**src/sv/dcutb_pkg.sv**
```systemverilog
// Package for the down-counter microsecond timebase.
// Holds widths, the register index and the controller/datapath interface types.
// No dependencies.
package dcutb_pkg;

    localparam int COUNT_W     = 32;
    localparam int TICKS_W     = 10;
    localparam int USEC_W      = 64;
    localparam int DIV_STEPS   = COUNT_W;
    localparam int STEP_W      = $clog2(DIV_STEPS);
    localparam int APB_ADDR_W  = 3;
    localparam int APB_DATA_W  = 32;

    localparam logic [TICKS_W-1:0] TICKS_RESET = TICKS_W'(100);

    // Register index, taken from the word address bit of paddr
    localparam logic REG_TICKS_PER_USEC = 1'b0;

    // Commands from controller to datapath
    typedef struct packed {
        logic load;    // take the new reading and set up the divider
        logic step;    // run one restoring-division iteration
        logic commit;  // update total and reference, load the output register
    } dcutb_cmd_t;

    // Status from datapath to controller
    typedef struct packed {
        logic first;     // no reference latched yet
        logic div_zero;  // ticks per microsecond is zero
    } dcutb_sts_t;

endpackage

```
**src/sv/down_counter_microsecond_timebase_unit.sv**
```systemverilog
// Top level of the down-counter microsecond timebase.
// Holds the APB register and joins dcutb_ctrl with dcutb_dp.
// Depends on dcutb_pkg, dcutb_ctrl, dcutb_dp.
//
// Usage:
//   Input channel (in_valid, in_stall, counter_value) takes one reading of a
//   free-running 32-bit down-counter per transaction. Output channel
//   (out_valid, out_stall, time_usecs, advanced) returns one result per
//   reading: the 64-bit microsecond total and whether it advanced.
//   The first reading after reset latches the reference and returns zero.
//   Sequence: a normal reading runs 32 divide steps after the accepting edge,
//   then the commit; for the first reading or ticks_per_usec zero the divide
//   is skipped and the controller goes straight to the commit. The next
//   transaction is accepted only once the previous one has committed; the
//   restoring divider yields one quotient bit per cycle.
//   A finished result waits in the output register; a new reading can be
//   accepted and divided meanwhile, and its commit waits while out_stall is
//   high. At reset the total, reference and started flag clear and
//   ticks_per_usec returns to 100. The APB register ticks_per_usec sits at
//   byte address 0; write it only while the block is idle.
module down_counter_microsecond_timebase_unit (
    input  logic                              clk,
    input  logic                              rst_n,
    input  logic                              in_valid,
    output logic                              in_stall,
    input  logic [dcutb_pkg::COUNT_W-1:0]     counter_value,
    output logic                              out_valid,
    input  logic                              out_stall,
    output logic [dcutb_pkg::USEC_W-1:0]      time_usecs,
    output logic                              advanced,
    input  logic                              psel,
    input  logic                              penable,
    input  logic                              pwrite,
    input  logic [dcutb_pkg::APB_ADDR_W-1:0]  paddr,
    input  logic [dcutb_pkg::APB_DATA_W-1:0]  pwdata,
    output logic [dcutb_pkg::APB_DATA_W-1:0]  prdata,
    output logic                              pready
);
    import dcutb_pkg::*;

    logic [TICKS_W-1:0] ticks_reg;
    logic               reg_sel;
    dcutb_cmd_t         cmd;
    dcutb_sts_t         sts;

    assign pready  = 1'b1;
    assign reg_sel = (paddr[2] == REG_TICKS_PER_USEC);

    // Write the ticks register on the access phase
    always_ff @(posedge clk or negedge rst_n)
    begin
        if (!rst_n)
            ticks_reg <= TICKS_RESET;
        else if (psel && penable && pwrite && pready && reg_sel)
            ticks_reg <= pwdata[TICKS_W-1:0];
    end

    // Read back the register, zero elsewhere
    assign prdata = reg_sel ? APB_DATA_W'(ticks_reg) : '0;

    dcutb_ctrl u_ctrl (
        .clk       (clk),
        .rst_n     (rst_n),
        .in_valid  (in_valid),
        .in_stall  (in_stall),
        .out_valid (out_valid),
        .out_stall (out_stall),
        .sts       (sts),
        .cmd       (cmd)
    );

    dcutb_dp u_dp (
        .clk            (clk),
        .rst_n          (rst_n),
        .cmd            (cmd),
        .sts            (sts),
        .counter_value  (counter_value),
        .ticks_per_usec (ticks_reg),
        .time_usecs     (time_usecs),
        .advanced       (advanced)
    );

endmodule

```
**src/sv/dcutb_ctrl.sv**
```systemverilog
// Controller for the down-counter microsecond timebase.
// Sequences accept, 32 divide steps or none, then commit; owns output valid.
// Depends on dcutb_pkg.
module dcutb_ctrl (
    input  logic                 clk,
    input  logic                 rst_n,
    input  logic                 in_valid,
    output logic                 in_stall,
    output logic                 out_valid,
    input  logic                 out_stall,
    input  dcutb_pkg::dcutb_sts_t sts,
    output dcutb_pkg::dcutb_cmd_t cmd
);
    import dcutb_pkg::*;

    typedef enum logic [1:0] {
        S_IDLE,
        S_DIVIDE,
        S_FINISH
    } state_t;

    state_t              state_reg;
    logic [STEP_W-1:0]   step_reg;
    logic                out_valid_reg;
    logic                accept;
    logic                out_free;

    // Accept only while idle; the output register keeps the last result meanwhile
    assign in_stall  = (state_reg != S_IDLE);
    assign accept    = in_valid && !in_stall;
    assign out_free  = !out_valid_reg || !out_stall;
    assign out_valid = out_valid_reg;

    // Decode commands from state
    always_comb
    begin
        cmd.load   = accept;
        cmd.step   = (state_reg == S_DIVIDE);
        cmd.commit = (state_reg == S_FINISH) && out_free;
    end

    // Hold state, step count and output valid
    always_ff @(posedge clk or negedge rst_n)
    begin
        if (!rst_n)
        begin
            state_reg     <= S_IDLE;
            step_reg      <= '0;
            out_valid_reg <= 1'b0;
        end
        else
        begin
            // drop the result once taken; a commit sets it again
            if (cmd.commit)
                out_valid_reg <= 1'b1;
            else if (out_valid_reg && !out_stall)
                out_valid_reg <= 1'b0;

            case (state_reg)
                S_IDLE:
                begin
                    step_reg <= '0;
                    if (accept)
                    begin
                        if (sts.first || sts.div_zero)
                            state_reg <= S_FINISH;
                        else
                            state_reg <= S_DIVIDE;
                    end
                end
                S_DIVIDE:
                begin
                    step_reg <= step_reg + STEP_W'(1);
                    if (step_reg == STEP_W'(DIV_STEPS - 1))
                        state_reg <= S_FINISH;
                end
                S_FINISH:
                begin
                    if (out_free)
                        state_reg <= S_IDLE;
                end
                default:
                begin
                    state_reg <= S_IDLE;
                end
            endcase
        end
    end

    // An accepted transaction blocks the input until its result is committed
    a_accept_stalls: assert property (@(posedge clk) disable iff (!rst_n)
        (in_valid && !in_stall) |=> in_stall)
        else $error("input not stalled after accept");

    // A commit always presents a result next cycle
    a_commit_valid: assert property (@(posedge clk) disable iff (!rst_n)
        cmd.commit |=> out_valid)
        else $error("commit without output valid");

    // A commit never overwrites a result still waiting to be taken
    a_no_overwrite: assert property (@(posedge clk) disable iff (!rst_n)
        cmd.commit |-> (!out_valid || !out_stall))
        else $error("pending result overwritten");

    // Load, step and commit never overlap
    a_cmd_exclusive: assert property (@(posedge clk) disable iff (!rst_n)
        !((cmd.load && cmd.step) || (cmd.load && cmd.commit) || (cmd.step && cmd.commit)))
        else $error("overlapping datapath commands");

endmodule

```
**src/sv/dcutb_dp.sv**
```systemverilog
// Datapath for the down-counter microsecond timebase.
// Holds reference, total, a bit-serial restoring divider and the output register.
// Depends on dcutb_pkg.
module dcutb_dp (
    input  logic                        clk,
    input  logic                        rst_n,
    input  dcutb_pkg::dcutb_cmd_t       cmd,
    output dcutb_pkg::dcutb_sts_t       sts,
    input  logic [dcutb_pkg::COUNT_W-1:0] counter_value,
    input  logic [dcutb_pkg::TICKS_W-1:0] ticks_per_usec,
    output logic [dcutb_pkg::USEC_W-1:0]  time_usecs,
    output logic                        advanced
);
    import dcutb_pkg::*;

    logic                 started_reg;
    logic [COUNT_W-1:0]   ref_reg;
    logic [USEC_W-1:0]    total_reg;
    logic [COUNT_W-1:0]   reading_reg;
    logic [COUNT_W-1:0]   dividend_reg;
    logic [COUNT_W-1:0]   quot_reg;
    logic [TICKS_W-1:0]   rem_reg;
    logic [TICKS_W-1:0]   divisor_reg;
    logic [USEC_W-1:0]    time_reg;
    logic                 adv_reg;

    logic [TICKS_W:0]     rem_shift;
    logic                 fits;
    logic [TICKS_W:0]     rem_diff;
    logic [USEC_W-1:0]    total_next;
    logic                 adv_next;

    assign sts.first    = !started_reg;
    assign sts.div_zero = (ticks_per_usec == '0);

    // One restoring step: shift in the next dividend bit, subtract if it fits
    assign rem_shift = {rem_reg, dividend_reg[COUNT_W-1]};
    assign fits      = (rem_shift >= {1'b0, divisor_reg});
    assign rem_diff  = rem_shift - {1'b0, divisor_reg};

    // Advance the total only on a nonzero quotient after the first reading
    assign adv_next   = started_reg && (quot_reg != '0);
    assign total_next = adv_next ? (total_reg + USEC_W'(quot_reg)) : total_reg;

    // Hold timebase state
    always_ff @(posedge clk or negedge rst_n)
    begin
        if (!rst_n)
        begin
            started_reg <= 1'b0;
            ref_reg     <= '0;
            total_reg   <= '0;
        end
        else if (cmd.commit)
        begin
            started_reg <= 1'b1;
            total_reg   <= total_next;
            if (!started_reg || adv_next)
                ref_reg <= reading_reg;
        end
    end

    // Divider and output registers
    always_ff @(posedge clk)
    begin
        if (cmd.load)
        begin
            reading_reg  <= counter_value;
            dividend_reg <= ref_reg - counter_value;
            divisor_reg  <= ticks_per_usec;
            rem_reg      <= '0;
            quot_reg     <= '0;
        end
        else if (cmd.step)
        begin
            dividend_reg <= {dividend_reg[COUNT_W-2:0], 1'b0};
            rem_reg      <= fits ? rem_diff[TICKS_W-1:0] : rem_shift[TICKS_W-1:0];
            quot_reg     <= {quot_reg[COUNT_W-2:0], fits};
        end

        if (cmd.commit)
        begin
            time_reg <= total_next;
            adv_reg  <= adv_next;
        end
    end

    assign time_usecs = time_reg;
    assign advanced   = adv_reg;

    // The first commit after reset never reports an advance
    a_first_no_adv: assert property (@(posedge clk) disable iff (!rst_n)
        (cmd.commit && !started_reg) |=> !advanced)
        else $error("advance reported on first reading");

    // A reported advance always grows the total
    a_adv_grows: assert property (@(posedge clk) disable iff (!rst_n)
        (cmd.commit && adv_next) |=> (total_reg != $past(total_reg)))
        else $error("advance without total change");

    // The reference moves only on a commit
    a_ref_stable: assert property (@(posedge clk) disable iff (!rst_n)
        !cmd.commit |=> $stable(ref_reg))
        else $error("reference moved outside commit");

endmodule

```
**config.mk**
```make
export PLATFORM = sky130hd
export DESIGN_NAME = down_counter_microsecond_timebase_unit
export DESIGN_NICKNAME = d
export VERILOG_FILES = /design/src/sv/dcutb_pkg.sv /design/src/sv/down_counter_microsecond_timebase_unit.sv /design/src/sv/dcutb_ctrl.sv /design/src/sv/dcutb_dp.sv
export SDC_FILE = /design/constraint.sdc
export NUM_CORES = 1
export LEC_CHECK = 0
export BUFFER_PORTS_ARGS = -buffer_cell sky130_fd_sc_hd__buf_2
export CORE_UTILIZATION = 40
export DETAILED_ROUTE_END_ITERATION = 7
export GPL_TIMING_DRIVEN = 0
export PLACE_DENSITY = 0.65
export RECOVER_POWER = 25
export SLEW_MARGIN = 10
export SYNTH_ARGS = -nofsm -noshare
export SYNTH_HDL_FRONTEND = slang
export SYNTH_HIERARCHICAL = 1
export SYNTH_SLANG_ARGS = --single-unit
```
**constraint.sdc**
```tcl
create_clock -name clk -period 7.9 [get_ports clk]
set_input_delay 0.79 -clock clk [delete_from_list [all_inputs] [get_ports clk]]
set_output_delay 0.79 -clock clk [all_outputs]
set_load 0.01 [all_outputs]
```
# After elaboration in Yosys (flattened, before gate mapping)
# Index checks and enable logic that the tools add are counted.
[op_classes]
magnitude_cmp = 1
addsub = 4
mux = 13
n_reduce_logical = 23
bitwise_logic = 1
n_eq_ne = 6
[op_table]
columns = ["op", "count"]
rows = [
  ["adder 64 x 32 -> 64 bit", 1],
  ["2-to-1 mux 32 bit", 2],
  ["2-to-1 mux 64 bit", 1],
  ["nonzero test 32 bit", 1],
  ["subtractor 32 bit", 1],
  ["2-to-1 mux 10 bit", 2],
  ["greater-or-equal comparator 11 x 10 -> 1 bit", 1],
  ["zero test 10 bit", 1],
  ["case mux 5 bit (2 select lines)", 1],
  ["subtractor 10 bit", 1],
  ["2-to-1 mux 2 bit", 4],
  ["nonzero test 2 bit", 4],
  ["logical AND 1 bit", 7],
  ["!= test 2 x 1 -> 1 bit, second input constant", 3],
  ["case mux 2 bit (3 select lines)", 1],
  ["adder 5 x 1 -> 5 bit, second input constant", 1],
  ["== test 5 bit, second input constant", 1],
  ["zero test 1 bit", 4],
  ["logical OR 1 bit", 3],
  ["AND reduction 3 bit", 1],
  ["== test 2 x 1 -> 1 bit, second input constant", 1],
  ["== test 2 bit, second input constant", 1],
  ["zero test 2 bit", 1],
  ["2-to-1 mux 1 bit", 2],
  ["other kinds (2)", 2],
]
[totals]
output_inout_bits = 100
reg_bits = 296

# Depth between registers and ports, before layout
[depth]
word_depth = 5
mapped_depth = 12
mapped_depth_nobuf = 12

# Cells and area by module
# The synthesis kept the hierarchy.
[by_module_without_submodules]
columns = ["module", "area_per_inst_um2", "instances", "cells_each"]
rows = [
  ["dcutb_dp", 15026.9, 1, 1406],
  ["down_counter_microsecond_timebase_unit", 685.7, 1, 58],
  ["dcutb_ctrl", 417.9, 1, 40],
]

# Least setup slack after synthesis
# OpenSTA, ideal clock, no wires.
[synth_timing]
path_type = "input-to-reg"
start = "input port out_stall"
end = "register u_dp.ref_reg[10]"
path_buffers = 2
t_required_ps = 7775
path_stages = 6
slack_ps = 2317
setup_time_ps = 125
arrival_ps = 5458
path_cell_list = "a21oi_1 > clkbuf_1 > inv_2 > a21oi_1 > clkbuf_1 > mux2_2"
[synth_via]
elab_chain_cells = 4
[synth_rtl]
columns = ["element", "line", "rtl"]
rows = [
  ["start, declared", "down_counter_microsecond_timebase_unit.sv:28", "input logic out_stall,"],
  ["zero test 1 bit", "dcutb_ctrl.sv:31", "assign out_free = !out_valid_reg || !out_stall;"],
  ["logical OR 1 bit", "dcutb_ctrl.sv:31", ""],
  ["logical AND 1 bit", "dcutb_ctrl.sv:39", "cmd.commit = (state_reg == S_FINISH) && out_free;"],
  ["AND reduction 2 bit (no source line)", "n/a", ""],
  ["end signal, assigned", "dcutb_dp.sv:59", "ref_reg <= reading_reg;"],
  ["end, declared", "dcutb_dp.sv:17", "logic [COUNT_W-1:0] ref_reg;"],
]
# Every way passes these cells.
# A chain may end at the register's enable or synchronous reset.

==> results.yml <==
timing:
  skew_ns: 0.01908
  period_share_pct: 50.90
  max_freq_ghz: 0.2487
  max_slew_margin_pct: -173.3
  grt_setup_unrepaired: "false"
  finalSetupViolCount: 0
  hold_violations: 0
  drv_slew: 66
  min_period_ns: 4.021
  tightest_slew_ns: 4.099
  finalWorstSetupSlack_ns: 3.879
worst_setup_path:
  cpLargestDelayFamily: "buffers and inverters"
  path_buf_inv: 1
  endpoint_kind: "async pin"
  max_stage_delay_ns: 2.82
  crit_fanout: 66
  crit_required_ns: 7.56
  cpMaxStageDelayCell: "clkbuf_1"
  startpoint_type: "primary input"
  arrival_ns: 3.68
  crit_path_cell_trace: "clkbuf_1"
  path_class: "in2async"
layout:
  fill_cells: 3735
  finish.utilization_pct: 46.95
  areaGrowthSynthToFinish_pct: 15.65
  mostFrequentLayoutCells: "nand2_1 (154), edfxtp_1 (139), nor2_1 (113), dfrtp_1 (112), buf_2 (107)"
  drive_gt1_share_pct: 17.50
  final_common_cell: "nand2_1"
  antenna_cells: 0
  nNetsFinal: 1844
place:
  port_buffers: 126
  pre_cts_slack_ns: 3.886
  globalplace.congestion: 0.8954
  dp_hpwl_microns: 27080
clock_tree:
  cts_resized: 0
  clk_latency_ns: 0.53
  cts_tree: "yes"
  ctsRootBufferMaster: "clkbuf_16"
  cts.clk_slew.worst_paths_ns: 0.06
  clk_path_buf_depth: 3
  post_cts_buffers: 0
  htree_levels: 2
  clock_sinks: 296
  cts_hold_buf: 0
  numCtsBuffers: 36
route:
  vias: 11650
  drc_errors: 0
  wl_per_cell_microns: 16.58
  routed_wl_microns: 37210
  first_pass_iters: 5
  via_per_inst: 5.187
  drtIter0Drc: 669
  ant_nets: 0
logic_synthesis:
  yosys.area_share.xor_xnor_pct: 6.624
  synth_area_sq_um: 16130
  synth_compound_area_share_pct: 11.22
  synthArstFlopShare_pct: 38.85
  synth_edf_count: 139
  synth_flop_cell: "edfxtp_1"
  synth_fa_ha_area_share_pct: 6.190
  synth_mux_area_share_pct: 8.750
  yosys_warnings: 6
  netlist_instances: 1504
  synthSimpleGateAreaFrac_pct: 14.01
  syn_avg_cell_area_sq_um: 10.73
  ys_seq_area_share_pct: 48.95
  synth_top_family_by_area: "simple AND/OR/NAND/NOR gates"
  yosys_register_bits: 296
  synth.distinct_cells: 83
outcome:
  outcome: "finished, violations left"
  violations: "capacitance limit, slew limit"
power_and_ir_drop:
  power_density_nw_per_um2: 335.3
  p_leak_uw: 0.008058
  irDropWorstVdd_v: 0.0001853
global_route:
  antenna_found_initial: 0
  grt_pass1_wl_microns: 60140
  grt_max_degree: 67
  grt-ovfl-total: 0
  grt_pass1_vias: 11640
  grt_usage_pct: 18.24
hold_path:
  hp-class: "in2reg"
floorplanning:
  num_rows: 73
  fp.dieH_microns: 202.8
  die_width_microns: 202.8
  core_sq_um: 39730
  die_area_sq_um: 41130
  ios: 174
  start_util_pct: 40.60
flow_run:
  drv_cap: 1
-- synth_stat cells (6+ instances only) --
cell | instances | area share, %
a31oi_1 | 11 | 0.43
nor2_1 | 113 | 2.6
nand3_1 | 37 | 1.1
nor3_1 | 17 | 0.53
o211ai_1 | 9 | 0.42
nor2b_1 | 20 | 0.78
o31ai_1 | 11 | 0.51
xor2_1 | 37 | 2.0
a21oi_1 | 77 | 2.4
xnor2_1 | 85 | 4.6
buf_1 | 11 | 0.26
nand2b_1 | 6 | 0.23
inv_1 | 66 | 1.5
mux2_2 | 76 | 5.3
nand4_1 | 33 | 1.3
mux2_4 | 11 | 1.0
mux2i_1 | 39 | 2.4
and2_1 | 7 | 0.27
or3_1 | 7 | 0.27
o21ai_0 | 49 | 1.5
edfxtp_1 | 139 | 26
buf_2 | 6 | 0.19
clkbuf_1 | 37 | 0.86
nor4_1 | 11 | 0.43
ha_1 | 75 | 5.8
and3_1 | 13 | 0.50
a211oi_1 | 17 | 0.79
dfrtp_1 | 112 | 17
or2_2 | 6 | 0.23
nand2_1 | 154 | 3.6
a21o_1 | 22 | 1.0
dfxtp_1 | 42 | 5.2
buf_4 | 24 | 1.1
o21ai_1 | 8 | 0.25
and4_1 | 7 | 0.38
o21a_1 | 15 | 0.70
o21bai_1 | 9 | 0.42
-- power by group --
| part | internal, uW | switching (uW) |
|---|---|---|
| clock network | 979 | 650 |
| logic | 1010 | 1300 |
| registers | 2060 | 256 |
-- metrics by stage --
| stage | cell area, sq um | TNS (ns) | hold slack (ns) | cells | total power (uW) |
|---|---|---|---|---|---|
| 2_1_floorplan | 16210 | 0 | 0.4260 | 1525 | 4066 |
| 5_1_grt | 18650 | 0 | 0.4401 | 2245 | 6699 |
| 4_1_cts | 18750 | 0 | 0.3076 | 2245 | 6326 |
| 3_3_place_gp | 17500 | -5.272 | 0.4343 | 2176 | 4595 |
| 3_5_place_dp | 17580 | 0 | 0.4529 | 2179 | 4654 |
| 6_report | 18650 | 0 | 0.4503 | 2245 | 6255 |
-- final cells by class --
type,count,area [sq um],share of cell area [%]
Sequential cell,296,7896,42.33
Multi-Input combinational cell,1080,7604,40.76
Clock buffer,47,983.4,5.272
Timing Repair Buffer,129,666.9,3.575
Tap cell,525,656.9,3.521
Buffer,81,409.1,2.193
Inverter,68,255.2,1.368
Clock inverter,19,182.7,0.9793
-- kinds of logic (layout without fill, tap and decap cells) --
| family | count (synthesis) | count (layout) |
|---|---|---|
| AO/OA/AOI/OAI | 272 | 272 |
| XOR/XNOR | 122 | 122 |
| buffers and inverters | 149 | 344 |
| AND/OR/NAND/NOR | 459 | 459 |
| flip-flops | 296 | 296 |
| multiplexers | 126 | 126 |
| adder cells (fa/ha/maj) | 78 | 78 |
| other | 2 | 23 |
-- worst paths after layout --
path                       slack, ns                  end  depth (start not counted)                start
max                             3.88     u_dp/ref_reg[13]                          1                rst_n
min                             0.45  u_dp/reading_reg[5]                          1     counter_value[5]
max reg2reg                     3.96     u_dp/ref_reg[13]                          8  u_ctrl/state_reg[1]
min reg2reg                     0.46      u_dp/ref_reg[0]                          2  u_dp/reading_reg[0]
max in group clk                3.96     u_dp/ref_reg[13]                          8  u_ctrl/state_reg[1]
min in group asynchronous       1.70   u_dp/total_reg[28]                          1                rst_n
-- layer usage --
metal,share of wire (%),vias up,routed length [microns],GRT usage [%]
li1,-,5734,-,-
met1,45,5568,16880,23.86
met2,47,274,17610,30.58
met3,4.6,69,1700,2.953
met4,2.7,0,1015,6.310
met5,0,-,0,0
Power figures use the tool's default switching activity.
